`src/wgts_pkg.sv`:
```
// ----------------------------------------------------------------------------
// wgts_pkg: shared types and constants for the winch gear / throttle block
// Field widths, gear codes, trim register indexes, queue sizing and the
// constant divider used by the trim maps.
// ----------------------------------------------------------------------------
package wgts_pkg;

  localparam int IN_W    = 16;
  localparam int PULSE_W = 12;
  localparam int TRIM_W  = 10;
  localparam int LIM_W   = 11;
  localparam int CNT_W   = 8;
  localparam int IDX_W   = 3;

  localparam int QDEPTH  = 2;
  localparam int QPTR_W  = (QDEPTH > 1) ? $clog2(QDEPTH) : 1;
  localparam int QCNT_W  = $clog2(QDEPTH + 1);

  localparam int MUL_W   = 18;
  localparam int PROD_W  = 2 * MUL_W;

  // floor(n/125) = (n * RECIP_M) >> RECIP_S, exact for n < 493447
  localparam logic [MUL_W-1:0] RECIP_M = 18'd134218;
  localparam int RECIP_S = 24;

  localparam logic [IN_W-1:0]  WIDTH_MIN  = 16'd800;
  localparam logic [IN_W-1:0]  WIDTH_MAX  = 16'd2200;
  localparam logic [IN_W-1:0]  HOLD_LEVEL = 16'd1700;
  localparam logic [IN_W-1:0]  THR_HIGH   = 16'd1500;
  localparam logic [LIM_W-1:0] THR_LOW    = 11'd1000;
  localparam logic [CNT_W-1:0] HOLD_LONG  = 8'd40;
  localparam logic [CNT_W-1:0] HOLD_SHORT = 8'd4;
  localparam logic [CNT_W-1:0] HOLD_SAT   = 8'd255;

  localparam logic [TRIM_W-1:0] TRIM_RESET = 10'd512;

  localparam logic [IDX_W-1:0] REG_GEAR_REVERSE = 3'd0;
  localparam logic [IDX_W-1:0] REG_GEAR_NEUTRAL = 3'd1;
  localparam logic [IDX_W-1:0] REG_GEAR_FORWARD = 3'd2;
  localparam logic [IDX_W-1:0] REG_ENGINE_STOP  = 3'd3;
  localparam logic [IDX_W-1:0] REG_ENGINE_FULL  = 3'd4;

  typedef enum logic [1:0] {
    GEAR_FORWARD = 2'd0,
    GEAR_NEUTRAL = 2'd1,
    GEAR_REVERSE = 2'd2
  } gear_t;

  typedef struct packed {
    logic [LIM_W-1:0] lim;
    gear_t            gear;
  } item_t;

  typedef struct packed {
    logic [TRIM_W-1:0] gear_reverse;
    logic [TRIM_W-1:0] gear_neutral;
    logic [TRIM_W-1:0] gear_forward;
    logic [TRIM_W-1:0] engine_stop;
    logic [TRIM_W-1:0] engine_full;
  } trims_t;

  // floor(p / 1023) for p < 2^21 by two folding steps and one correction
  function automatic logic [LIM_W-1:0] div1023(input logic [20:0] p);
    logic [10:0] q0;
    logic [11:0] r;
    logic [1:0]  q1;
    logic [10:0] r2;
    q0 = p[20:10];
    r  = {2'b00, p[9:0]} + {1'b0, q0};
    q1 = r[11:10];
    r2 = {1'b0, r[9:0]} + {9'd0, q1};
    div1023 = q0 + {9'd0, q1} + ((r2 >= 11'd1023) ? 11'd1 : 11'd0);
  endfunction

endpackage

```
`src/winch_gear_tip_select_and_throttle_map.sv`:
```
// ----------------------------------------------------------------------------
// winch_gear_tip_select_and_throttle_map: gear tip selection and throttle map
// Top level: trim registers, front classifier, queue and pulse sequencer.
// ----------------------------------------------------------------------------
// Each in-range throttle width (800..2200 us) yields one transaction with the
// throttle pulse, gear pulse and gear; out-of-range widths are dropped with
// no result. The front takes one width per cycle, while the queue has room,
// into a two-entry queue; the back computes each result with its sequencer
// issuing seven products in turn through one shared 18x18 multiplier, and
// takes a new transaction only once the last one is in its output register.
// Trim registers are written through the cfg port (always ready) and must
// only change while no transaction is in flight.
module winch_gear_tip_select_and_throttle_map (
  input  logic                          clk,
  input  logic                          rst_n,
  input  logic                          in_valid,
  output logic                          in_ready,
  input  logic [wgts_pkg::IN_W-1:0]     in_pulse_width_us,
  output logic                          out_valid,
  input  logic                          out_ready,
  output logic [wgts_pkg::PULSE_W-1:0]  out_throttle_pulse_us,
  output logic [wgts_pkg::PULSE_W-1:0]  out_gear_pulse_us,
  output logic [1:0]                    out_gear_state,
  input  logic                          cfg_valid,
  output logic                          cfg_ready,
  input  logic [wgts_pkg::IDX_W-1:0]    cfg_index,
  input  logic [wgts_pkg::TRIM_W-1:0]   cfg_data
);
  import wgts_pkg::*;

  trims_t trims_r;
  logic   push_valid, push_ready, pop_valid, pop_ready;
  item_t  push_item, pop_item;

  assign cfg_ready = 1'b1;

  always_ff @(posedge clk) begin
    if (!rst_n) begin
      trims_r <= '{TRIM_RESET, TRIM_RESET, TRIM_RESET, TRIM_RESET, TRIM_RESET};
    end else if (cfg_valid) begin
      case (cfg_index)
        REG_GEAR_REVERSE: trims_r.gear_reverse <= cfg_data;
        REG_GEAR_NEUTRAL: trims_r.gear_neutral <= cfg_data;
        REG_GEAR_FORWARD: trims_r.gear_forward <= cfg_data;
        REG_ENGINE_STOP:  trims_r.engine_stop  <= cfg_data;
        REG_ENGINE_FULL:  trims_r.engine_full  <= cfg_data;
        default: ;
      endcase
    end
  end

  wgts_front u_front (
    .clk               (clk),
    .rst_n             (rst_n),
    .in_valid          (in_valid),
    .in_ready          (in_ready),
    .in_pulse_width_us (in_pulse_width_us),
    .push_valid        (push_valid),
    .push_ready        (push_ready),
    .push_item         (push_item)
  );

  wgts_queue u_queue (
    .clk        (clk),
    .rst_n      (rst_n),
    .push_valid (push_valid),
    .push_ready (push_ready),
    .push_item  (push_item),
    .pop_valid  (pop_valid),
    .pop_ready  (pop_ready),
    .pop_item   (pop_item)
  );

  wgts_back u_back (
    .clk                   (clk),
    .rst_n                 (rst_n),
    .trims                 (trims_r),
    .pop_valid             (pop_valid),
    .pop_ready             (pop_ready),
    .pop_item              (pop_item),
    .out_valid             (out_valid),
    .out_ready             (out_ready),
    .out_throttle_pulse_us (out_throttle_pulse_us),
    .out_gear_pulse_us     (out_gear_pulse_us),
    .out_gear_state        (out_gear_state)
  );

endmodule

```
`src/wgts_front.sv`:
```
// ----------------------------------------------------------------------------
// wgts_front: input range check and gear selection
// Drops out-of-range widths, tracks the stick hold and updates the gear,
// then pushes the clipped width and the new gear into the queue.
// ----------------------------------------------------------------------------
module wgts_front (
  input  logic                       clk,
  input  logic                       rst_n,
  input  logic                       in_valid,
  output logic                       in_ready,
  input  logic [wgts_pkg::IN_W-1:0]  in_pulse_width_us,
  output logic                       push_valid,
  input  logic                       push_ready,
  output wgts_pkg::item_t            push_item
);
  import wgts_pkg::*;

  gear_t            gear_r, gear_nxt;
  logic [CNT_W-1:0] hold_count_r, hold_count_nxt, count_inc;
  logic             hold_active_r, hold_active_nxt;
  logic             in_range, take;

  assign in_range = (in_pulse_width_us >= WIDTH_MIN) && (in_pulse_width_us <= WIDTH_MAX);
  assign in_ready = push_ready;
  assign take     = in_valid && push_ready && in_range;
  assign count_inc = (hold_count_r != HOLD_SAT) ? hold_count_r + 8'd1 : hold_count_r;

  always_comb begin
    gear_nxt        = gear_r;
    hold_count_nxt  = hold_count_r;
    hold_active_nxt = hold_active_r;
    if (in_pulse_width_us > HOLD_LEVEL) begin
      hold_count_nxt  = count_inc;
      hold_active_nxt = 1'b1;
      if (count_inc > HOLD_LONG) gear_nxt = GEAR_NEUTRAL;
    end else if (hold_active_r) begin
      // short tip toggles; neutral tips into forward
      if (hold_count_r > HOLD_SHORT && hold_count_r < HOLD_LONG)
        gear_nxt = (gear_r == GEAR_FORWARD) ? GEAR_REVERSE : GEAR_FORWARD;
      hold_active_nxt = 1'b0;
      hold_count_nxt  = '0;
    end
  end

  always_ff @(posedge clk) begin
    if (!rst_n) begin
      gear_r        <= GEAR_NEUTRAL;
      hold_count_r  <= '0;
      hold_active_r <= 1'b0;
    end else if (take) begin
      gear_r        <= gear_nxt;
      hold_count_r  <= hold_count_nxt;
      hold_active_r <= hold_active_nxt;
    end
  end

  assign push_valid     = in_valid && in_range;
  assign push_item.lim  = (in_pulse_width_us > THR_HIGH) ? THR_HIGH[LIM_W-1:0]
                                                         : in_pulse_width_us[LIM_W-1:0];
  assign push_item.gear = gear_nxt;

endmodule

```
`src/wgts_queue.sv`:
```
// ----------------------------------------------------------------------------
// wgts_queue: short FIFO between front and back
// Register-based ring of QDEPTH entries with push and pop handshakes.
// ----------------------------------------------------------------------------
module wgts_queue (
  input  logic            clk,
  input  logic            rst_n,
  input  logic            push_valid,
  output logic            push_ready,
  input  wgts_pkg::item_t push_item,
  output logic            pop_valid,
  input  logic            pop_ready,
  output wgts_pkg::item_t pop_item
);
  import wgts_pkg::*;

  item_t             mem_r [QDEPTH];
  logic [QPTR_W-1:0] wr_ptr_r, rd_ptr_r;
  logic [QCNT_W-1:0] count_r;
  logic              do_push, do_pop;

  assign push_ready = (count_r != QDEPTH[QCNT_W-1:0]);
  assign pop_valid  = (count_r != '0);
  assign pop_item   = mem_r[rd_ptr_r];
  assign do_push    = push_valid && push_ready;
  assign do_pop     = pop_valid && pop_ready;

  function automatic logic [QPTR_W-1:0] bump(input logic [QPTR_W-1:0] p);
    bump = (p == QPTR_W'(QDEPTH - 1)) ? '0 : p + 1'b1;
  endfunction

  always_ff @(posedge clk) begin
    if (!rst_n) begin
      wr_ptr_r <= '0;
      rd_ptr_r <= '0;
      count_r  <= '0;
    end else begin
      if (do_push) wr_ptr_r <= bump(wr_ptr_r);
      if (do_pop)  rd_ptr_r <= bump(rd_ptr_r);
      if (do_push && !do_pop)      count_r <= count_r + 1'b1;
      else if (do_pop && !do_push) count_r <= count_r - 1'b1;
    end
  end

  always_ff @(posedge clk) begin
    if (do_push) mem_r[wr_ptr_r] <= push_item;
  end

  a_count_bound: assert property (@(posedge clk) disable iff (!rst_n)
    count_r <= QDEPTH[QCNT_W-1:0])
    else $error("queue count beyond depth");

endmodule

```
`src/wgts_back.sv`:
```
// ----------------------------------------------------------------------------
// wgts_back: pulse computation sequencer
// Works one queued transaction at a time through a shared multiplier:
// five trim maps, the throttle span product and a reciprocal divide.
// ----------------------------------------------------------------------------
module wgts_back (
  input  logic                         clk,
  input  logic                         rst_n,
  input  wgts_pkg::trims_t             trims,
  input  logic                         pop_valid,
  output logic                         pop_ready,
  input  wgts_pkg::item_t              pop_item,
  output logic                         out_valid,
  input  logic                         out_ready,
  output logic [wgts_pkg::PULSE_W-1:0] out_throttle_pulse_us,
  output logic [wgts_pkg::PULSE_W-1:0] out_gear_pulse_us,
  output logic [1:0]                   out_gear_state
);
  import wgts_pkg::*;

  typedef enum logic [3:0] {
    ST_IDLE, ST_FWD, ST_REV, ST_NEU, ST_STOP, ST_FULL,
    ST_SPAN, ST_DIFF, ST_MAG, ST_RECIP, ST_DONE
  } step_t;

  step_t              state_r;
  gear_t              gear_r;
  logic [8:0]         x_mag_r;
  logic               x_neg_r;
  logic [PROD_W-1:0]  prod_r, prod_nxt;
  logic [MUL_W-1:0]   mul_a, mul_b;
  logic [PULSE_W-1:0] hi_r, lo_r, neu_r, stop_r, full_r, gpulse_r;
  logic [LIM_W-1:0]   span_mag_r;
  logic               span_neg_r;
  logic [LIM_W-1:0]   dq, q;
  logic [PULSE_W:0]   diff;
  logic               out_valid_r;
  logic [PULSE_W-1:0] thr_out_r, gear_out_r;
  gear_t              gear_state_r;
  logic               finish;

  assign dq       = div1023(prod_r[20:0]);
  assign q        = prod_r[RECIP_S+LIM_W-1:RECIP_S];
  assign diff     = {1'b0, stop_r} - {1'b0, full_r};
  assign pop_ready = (state_r == ST_IDLE);
  assign finish   = (state_r == ST_DONE) && (!out_valid_r || out_ready);

  always_comb begin
    mul_a = '0;
    mul_b = '0;
    case (state_r)
      ST_FWD:   begin mul_a = MUL_W'(trims.gear_forward); mul_b = 18'd700;  end
      ST_REV:   begin mul_a = MUL_W'(trims.gear_reverse); mul_b = 18'd700;  end
      ST_NEU:   begin mul_a = MUL_W'(trims.gear_neutral); mul_b = 18'd600;  end
      ST_STOP:  begin mul_a = MUL_W'(trims.engine_stop);  mul_b = 18'd1600; end
      ST_FULL:  begin mul_a = MUL_W'(trims.engine_full);  mul_b = 18'd600;  end
      ST_MAG:   begin mul_a = MUL_W'(x_mag_r); mul_b = MUL_W'(span_mag_r); end
      // /500 = /4 then /125
      ST_RECIP: begin mul_a = prod_r[MUL_W+1:2]; mul_b = RECIP_M; end
      default:  begin mul_a = '0; mul_b = '0; end
    endcase
    prod_nxt = mul_a * mul_b;
  end

  always_ff @(posedge clk) begin
    if (!rst_n) begin
      state_r     <= ST_IDLE;
      out_valid_r <= 1'b0;
    end else begin
      if (finish)         out_valid_r <= 1'b1;
      else if (out_ready) out_valid_r <= 1'b0;
      // hold the quotient until the output register frees up
      if (state_r != ST_DONE) prod_r <= prod_nxt;
      case (state_r)
        ST_IDLE: begin
          if (pop_valid) begin
            gear_r  <= pop_item.gear;
            x_neg_r <= (pop_item.lim < THR_LOW);
            x_mag_r <= (pop_item.lim < THR_LOW) ? 9'(THR_LOW - pop_item.lim)
                                                : 9'(pop_item.lim - THR_LOW);
            state_r <= ST_FWD;
          end
        end
        ST_FWD:  state_r <= ST_REV;
        ST_REV: begin
          hi_r    <= 12'd1500 + {1'b0, dq};
          state_r <= ST_NEU;
        end
        ST_NEU: begin
          lo_r    <= 12'd1500 - {1'b0, dq};
          state_r <= ST_STOP;
        end
        ST_STOP: begin
          neu_r   <= 12'd1200 + {1'b0, dq};
          state_r <= ST_FULL;
        end
        ST_FULL: begin
          stop_r  <= 12'd800 + {1'b0, dq};
          state_r <= ST_SPAN;
        end
        ST_SPAN: begin
          full_r  <= 12'd1600 + {1'b0, dq};
          state_r <= ST_DIFF;
        end
        ST_DIFF: begin
          span_neg_r <= diff[PULSE_W];
          span_mag_r <= diff[PULSE_W] ? LIM_W'(-diff) : LIM_W'(diff);
          case (gear_r)
            GEAR_FORWARD: gpulse_r <= hi_r;
            GEAR_REVERSE: gpulse_r <= lo_r;
            default: begin
              if (neu_r < lo_r)      gpulse_r <= lo_r;
              else if (neu_r > hi_r) gpulse_r <= hi_r;
              else                   gpulse_r <= neu_r;
            end
          endcase
          state_r <= ST_MAG;
        end
        ST_MAG:   state_r <= ST_RECIP;
        ST_RECIP: state_r <= ST_DONE;
        ST_DONE: begin
          if (finish) begin
            thr_out_r    <= (x_neg_r ^ span_neg_r) ? full_r - {1'b0, q}
                                                   : full_r + {1'b0, q};
            gear_out_r   <= gpulse_r;
            gear_state_r <= gear_r;
            state_r      <= ST_IDLE;
          end
        end
        default: state_r <= ST_IDLE;
      endcase
    end
  end

  assign out_valid             = out_valid_r;
  assign out_throttle_pulse_us = thr_out_r;
  assign out_gear_pulse_us     = gear_out_r;
  assign out_gear_state        = gear_state_r;

  a_gear_range: assert property (@(posedge clk) disable iff (!rst_n)
    out_valid_r |-> (gear_out_r >= 12'd800 && gear_out_r <= 12'd2200))
    else $error("gear pulse out of range");

  a_thr_range: assert property (@(posedge clk) disable iff (!rst_n)
    out_valid_r |-> (thr_out_r >= 12'd200 && thr_out_r <= 12'd3600))
    else $error("throttle pulse out of range");

  a_finish_out: assert property (@(posedge clk) disable iff (!rst_n)
    finish |=> (out_valid_r && state_r == ST_IDLE))
    else $error("finished transaction not presented");

  a_pop_start: assert property (@(posedge clk) disable iff (!rst_n)
    (pop_valid && pop_ready) |=> (state_r == ST_FWD))
    else $error("popped transaction not started");

endmodule

```
`config.mk`:
```
export PLATFORM = sky130hd
export DESIGN_NAME = winch_gear_tip_select_and_throttle_map
export DESIGN_NICKNAME = d
export VERILOG_FILES = /design/src/wgts_pkg.sv /design/src/winch_gear_tip_select_and_throttle_map.sv /design/src/wgts_front.sv /design/src/wgts_queue.sv /design/src/wgts_back.sv
export SDC_FILE = /design/constraint.sdc
export NUM_CORES = 1
export LEC_CHECK = 0
export BUFFER_PORTS_ARGS = -buffer_cell sky130_fd_sc_hd__buf_2
export CAP_MARGIN = 20
export CORE_MARGIN = 2
export CORE_UTILIZATION = 55
export DETAILED_ROUTE_END_ITERATION = 12
export GPL_TIMING_DRIVEN = 0
export PLACE_DENSITY = 0.78
export REMOVE_ABC_BUFFERS = 1
export SYNTH_ARGS = -nofsm -noshare
export SYNTH_HDL_FRONTEND = slang
export SYNTH_SLANG_ARGS = --single-unit
```
`constraint.sdc`:
```
create_clock -name clk -period 7 [get_ports clk]
set_input_delay 0.7 -clock clk [delete_from_list [all_inputs] [get_ports clk]]
set_output_delay 0.7 -clock clk [all_outputs]
set_load 0.05 [all_outputs]
```
-- After elaboration in Yosys (flattened, before gate mapping)
Memory sizes are Yosys's and may differ from the RTL's. A register that Yosys moved wholly into a read port is not among the register bits.
Cells that the tools add are included.
- muxes and demuxes: 32
- $mul: 1
- add/subtract/negate cells: 20
- order comparisons: 11
- bitwise logic cells: 1
- eq/ne operators: 20
- reductions and logical operators: 40
- operators with widths (kind ; count):
    18-bit one-hot mux with 7 select lines ; 1
    18-bit one-hot mux with 5 select lines ; 1
    4-bit one-hot mux with 11 select lines ; 1
    11-bit by 11-bit adder with 12-bit output, first input constant ; 3
    12-bit two-way mux ; 3
    18-bit by 18-bit multiplier with 35-bit output ; 1
    16-bit by 11-bit > comparator with 1-bit output, second input constant ; 2
    2-bit AND reduction ; 14
    8-bit two-way mux ; 3
    12-bit one-hot mux with 2 select lines ; 1
    11-bit two-way mux ; 2
    4-bit by 3-bit equality test with 1-bit output, second input constant ; 4
    16-bit by 10-bit >= comparator with 1-bit output, second input constant ; 1
    16-bit by 12-bit <= comparator with 1-bit output, second input constant ; 1
    2-bit two-way mux ; 7
    12-bit by 12-bit subtractor with 13-bit output ; 1
    10-bit by 11-bit adder with 12-bit output ; 1
    10-bit by 11-bit adder with 12-bit output, first input constant ; 1
    12-bit by 11-bit adder with 12-bit output ; 1
    4-bit equality test, second input constant ; 3
    12-bit > comparator ; 1
    12-bit less-than comparator ; 1
    11-bit by 11-bit subtractor with 12-bit output, first input constant ; 1
    12-bit by 11-bit subtractor with 12-bit output ; 1
    other kinds (38) ; 69
- RAM bits: 26
- register bits: 227
- output and inout bits: 29
- memories kept: 1
- logic and storage cells: 154
- input bits: 34
- memories (memory ; words ; width ; read ports ; clocked after Yosys merged registers in ; wr ports ; RTL line ; RTL):
    u_queue.mem_r ; 2 ; 13 ; 1 ; 1 ; 1 ; wgts_queue.sv:17 ; item_t mem_r [QDEPTH];

-- Longest topological paths before layout
- depth after elaboration: 8
- depth in mapped cells: 31
- gate-level depth less buffers: 31

-- By module
Synthesis repeated with hierarchy kept, for this count alone.
- cells, all modules: 2136
- area, all modules: 21222.9 um^2
- modules (own cells, without submodules) (module ; seq. area each (um^2) ; cells each ; area an instance (um^2) ; instances):
    wgts_back ; 4724.5 ; 1759 ; 17214.0 ; 1
    winch_gear_tip_select_and_throttle_map ; 1001.0 ; 179 ; 1861.8 ; 1
    wgts_queue ; 880.8 ; 64 ; 1174.9 ; 1
    wgts_front ; 220.2 ; 134 ; 972.2 ; 1

-- Worst setup path before layout
Ideal clock, no wire load.
- path kind: register -> register
- start: register u_back.state_r[1]
- end: register u_back.prod_r[33] (data pin)
- slack: -0.406 ns
- stages on the path, launching flop included: 27
- clock period less this slack: 7.406 ns
- required time: 6.864 ns
- buffers on the path: 2
- setup time: 0.136 ns
- data arrival time: 7.270 ns
- path through: dfxtp_1 -> clkbuf_1 -> nand2_1 -> nor3_1 -> a22oi_1 -> and3_1 -> clkbuf_1 -> or2_2 -> fa_1 -> inv_1 -> ha_1 -> fa_1 -> fa_1 -> inv_1 -> fa_1 -> fa_1 -> inv_1 -> ha_1 -> a21oi_1 -> nor2_1 -> a2111oi_2 -> nand2_1 -> a211o_1 -> a221o_1 -> a221o_1 -> or4_1 -> nand3_1
- word-level cells in the longest chain between the ends: 4
- elaborated cells between the ends (all ways): 12
- those cells by class: 1 x mul; 7 x eq/ne; 2 x mux; 2 x reduce/logical
- RTL lines (element ; RTL line ; RTL):
    start, declared ; wgts_back.sv:26 ; step_t state_r;
    start signal, assigned ; wgts_back.sv:67 ; state_r <= ST_IDLE;
    start signal, assigned ; wgts_back.sv:81 ; state_r <= ST_FWD;
    start signal, assigned ; wgts_back.sv:84 ; ST_FWD: state_r <= ST_REV;
    4-bit by 2-bit equality test with 1-bit output, or another cell as far along ; wgts_back.sv:51 ; case (state_r)
    2-bit OR reduction (no line) ; -- ;
    18-bit one-hot mux with 5 select lines ; wgts_back.sv:51 ;
    18-bit by 18-bit multiplier with 35-bit output * ; wgts_back.sv:62 ; prod_nxt = mul_a * mul_b;
    net u_back.prod_nxt[33] ; wgts_back.sv:30 ; logic [PROD_W-1:0] prod_r, prod_nxt;
    end signal, assigned ; wgts_back.sv:73 ; if (state_r != ST_DONE) prod_r <= prod_nxt;
    end, declared ; wgts_back.sv:30 ;
The timed path passes the listed nets; every way through them passes the cells marked *.
A chain may end at the register's enable or synchronous reset.

-- Worst setup path in the final report
- start: register u_back.state_r[2]
- end: register u_back.prod_r[33] (data pin)
Same word-level chain as after synthesis.

==> impl_metrics.csv <==
group,metric,value,unit
floorplanning,die_x,198,µm
detailed_routing,routedWlPerCell,19.8,µm
grt,antenna_found_initial,1,
placed_design,hpwl,37500,µm
synth,synthFlopType,"edfxtp_1",
power_and_ir_drop,cellPowerDensity,303,mW/mm²
cells_and_area,final_nets,2725,
synth,synth-edff-count,180,
worst_setup_path,end_kind,"flop",
synth,yosys-top-cells-count,"inv_1, ha_1, nand2_1",
worst_setup_path,crit_arrival,7960,ps
synth,yosys-top-cells-area,"edfxtp_1, fa_1, ha_1",
floorplanning,num_rows,70,
cells_and_area,drive_above_1_share,17.8,%
clock_network,hold_buffers,0,
detailed_routing,via_per_inst,5.93,
synth,yosysMostFrequentCell,"inv_1",
clock_network,cts_buffer_depth,3,
timing,rsz0062_at_grt,"true",
worst_setup_path,cp.required,7420,ps
run_status,status,"complete, but fails checks",
synth,ys_async_sr_fraction,0,%
timing,fin_hold_ws,418,ps
synth,synth_warnings,0,
worst_setup_path,path_class,"reg2reg",
synth,ys_seq_elements,251,
clock_network,cts_num_sinks,251,
synth,synth_cells,2111,
clock_network,htree_levels,1,
grt,gr-usage-all-layers,27.6,%
timing,skew,27.0,ps
detailed_routing,dr_total_vias,16694,
clock_network,clockRootBuffer,"clkbuf_16",
worst_hold_path,hp-class,"reg2reg",
worst_setup_path,critPathMaxFanout,9,
grt,grt_max_degree,59,
synth,netlist.area_leader.share,26.2,%
detailed_routing,ant_nets,0,
cells_and_area,num-fill-cells,2583,
detailed_routing,first_pass_iters,6,
cells_and_area,finalCoreUtilization,66.6,%
synth,syn_area,0.0206,mm²
worst_setup_path,start_kind,"flop",
timing,relSlewSlack,36.0,%
detailed_routing,drtIter0Drc,1668,
timing,setup_viol,9,
power_and_ir_drop,irDropWorstVdd,0.200,mV
grt,grt_pass1_wl,84800,µm
placed_design,portBuffers,61,
floorplanning,io_pins,63,
floorplanning,initial_core_util,56.1,%
run_status,violations,"negative setup slack",
synth,synth_top_area_cell,"edfxtp_1",
job,cap_violations,0,
power_and_ir_drop,power.leakage,0.0108,µW
timing,hold_viol_final,0,
detailed_routing,routed_wirelength,55700,µm
timing,slew_viol_final,0,
cells_and_area,area_delta_synth_final,18.8,%
synth,avgSynthCellArea,9.77,µm²
placed_design,gp_congestion,0.887,
cells_and_area,design_area,0.0245,mm²
clock_network,cts.clk_slew.worst_paths,60,ps
clock_network,cts_tree,"done",
timing,worstMarginPinSlew,953,ps
clock_network,insertion_delay,560,ps
detailed_routing,drc,0,
timing,max_freq,133,MHz
floorplanning,die_h,198,µm
grt,grt_pass1_vias,16890,
placed_design,placed_cell_area,0.0217,mm²
timing,fin_ws,-534,ps
clock_network,cts_made_buffers,27,
synth,yosysSeqAreaShare,33.1,%
timing,fin_crit,7530,ps
timing,post-route-period-util,108,%
synth,synth.distinct_cells,75,
grt,grt.overflow.total,0,
floorplanning,core-area,0.0368,mm²
floorplanning,die_area,0.0391,mm²
report_power, final:
part           total, µW  internal (µW)  switching, µW
Sequential          2090           1910            175
Combinational       3850           1590           2260
Clock               1470            873            600
timing repair:
action,CTS,global route
pin swaps,46,35
endpoints found under the setup margin,33,37
cloned,2,0
setup buffers,74,33
resized for setup,146,85
cells by family after synthesis:
| group | Yosys count | synth area share, % |
|---|---|---|
| AND/OR/NAND/NOR | 609 | 14.1 |
| buffers and inverters | 408 | 7.46 |
| adder cells (fa/ha/maj) | 365 | 28.6 |
| AO/OA/AOI/OAI | 340 | 10.7 |
| flip-flops | 251 | 33.1 |
| XOR/XNOR | 113 | 4.84 |
| multiplexers | 23 | 1.15 |
| other | 2 | 0.0364 |
final timing paths:
path	slack, ps	end	depth (start not counted)	startpoint
worst min register to register	420	u_back.out_gear_pulse_us[11]	0	u_back.gpulse_r[11]
worst max-delay path	-530	u_back.prod_r[33]	27	u_back.state_r[2]
worst max register to register	-530	u_back.prod_r[33]	27	u_back.state_r[2]
worst min-delay path	420	u_back.out_gear_pulse_us[11]	0	u_back.gpulse_r[11]
worst max-delay path, cell delays in order (launching register included):
cell and delay, ps:
dfxtp_4 390, nand2b_4 190, buf_8 140, buf_4 140, nor3b_1 360, a21oi_1 110
nor2_1 210, a21oi_2 160, nand2b_1 240, fa_1 510, fa_1 420, fa_2 360
inv_2 70, fa_1 430, fa_1 550, inv_2 50, fa_1 550, inv_2 50
ha_4 220, a21o_1 160, a21o_1 180, a21oi_2 190, nor4_2 60, a211o_1 270
a221o_1 410, a221o_1 370, or4_4 530, nand3_2 70
per-stage QoR:
stage               setup WS [ps]  power (µW)  cells  setup TNS, ps
floorplan                    -750        4210   2113          -4350
global placement            -2330        4840   2642         -31420
detailed placement          -2300        4970   2654         -30060
CTS                          -119        6930   2780           -360
global route                 -660        7800   2816          -3830
finish                       -534        7410   2816          -2010
area by class of cell:
class                   count  area [µm²]  area share (%)
multi-input cells        1510       13400            54.7
repair buffers            183        1430            5.83
clock inverters            15         159           0.648
clock buffers              35         757            3.09
flip-flops and latches    251        6840            27.9
diodes                      1        2.50          0.0102
inverters                 353        1330            5.43
well taps                 468         586            2.39
registers in the layout (all words and copies together), names as in the netlist, 2 cells and up, named ones only:
name	count
u_back.hi_r	12
u_back.out_throttle_pulse_us	12
u_back.state_r	4
u_back.gear_r	2
u_back.x_mag_r	9
u_back.out_gear_pulse_us	12
u_back.prod_r	32
u_back.stop_r	12
u_queue.count_r	2
u_back.neu_r	12
trims_r	50
u_back.span_mag_r	11
u_front.hold_count_r	8
u_queue.mem_r	26
u_front.gear_r	2
u_back.full_r	12
u_back.lo_r	12
u_back.out_gear_state	2
u_back.gpulse_r	12
cell usage in the layout, fill, tap and decap left out, drive strengths merged, types with 7 or more instances in the layout:
master,n
nand2b,38
a21o,27
and2,32
a22oi,21
o21bai,13
and3,22
mux2i,17
inv,354
xor2,36
nand2,184
or3,19
clkbuf,35
clkinv,8
nor2,162
conb,59
a31oi,7
nand4,7
a21oi,135
ha,187
edfxtp,180
nor2b,21
o21a,10
fa,178
nand3,37
xnor2,77
or2,14
o21ai,45
buf,182
nor4,13
dfxtp,71
nor3,41
a211oi,10
o31ai,8
a221oi,17
metal layers:
metal  GRT usage (%)  part of all wire [%]  up-vias
met2            48.4                    49      878
met4            13.3                   5.9        0
met3            4.27                   7.9      251
met5               0                     0        -
met1            33.2                    37     8111
li1                -                     -     7454
Note: power is estimated with default switching activity, not from simulation.
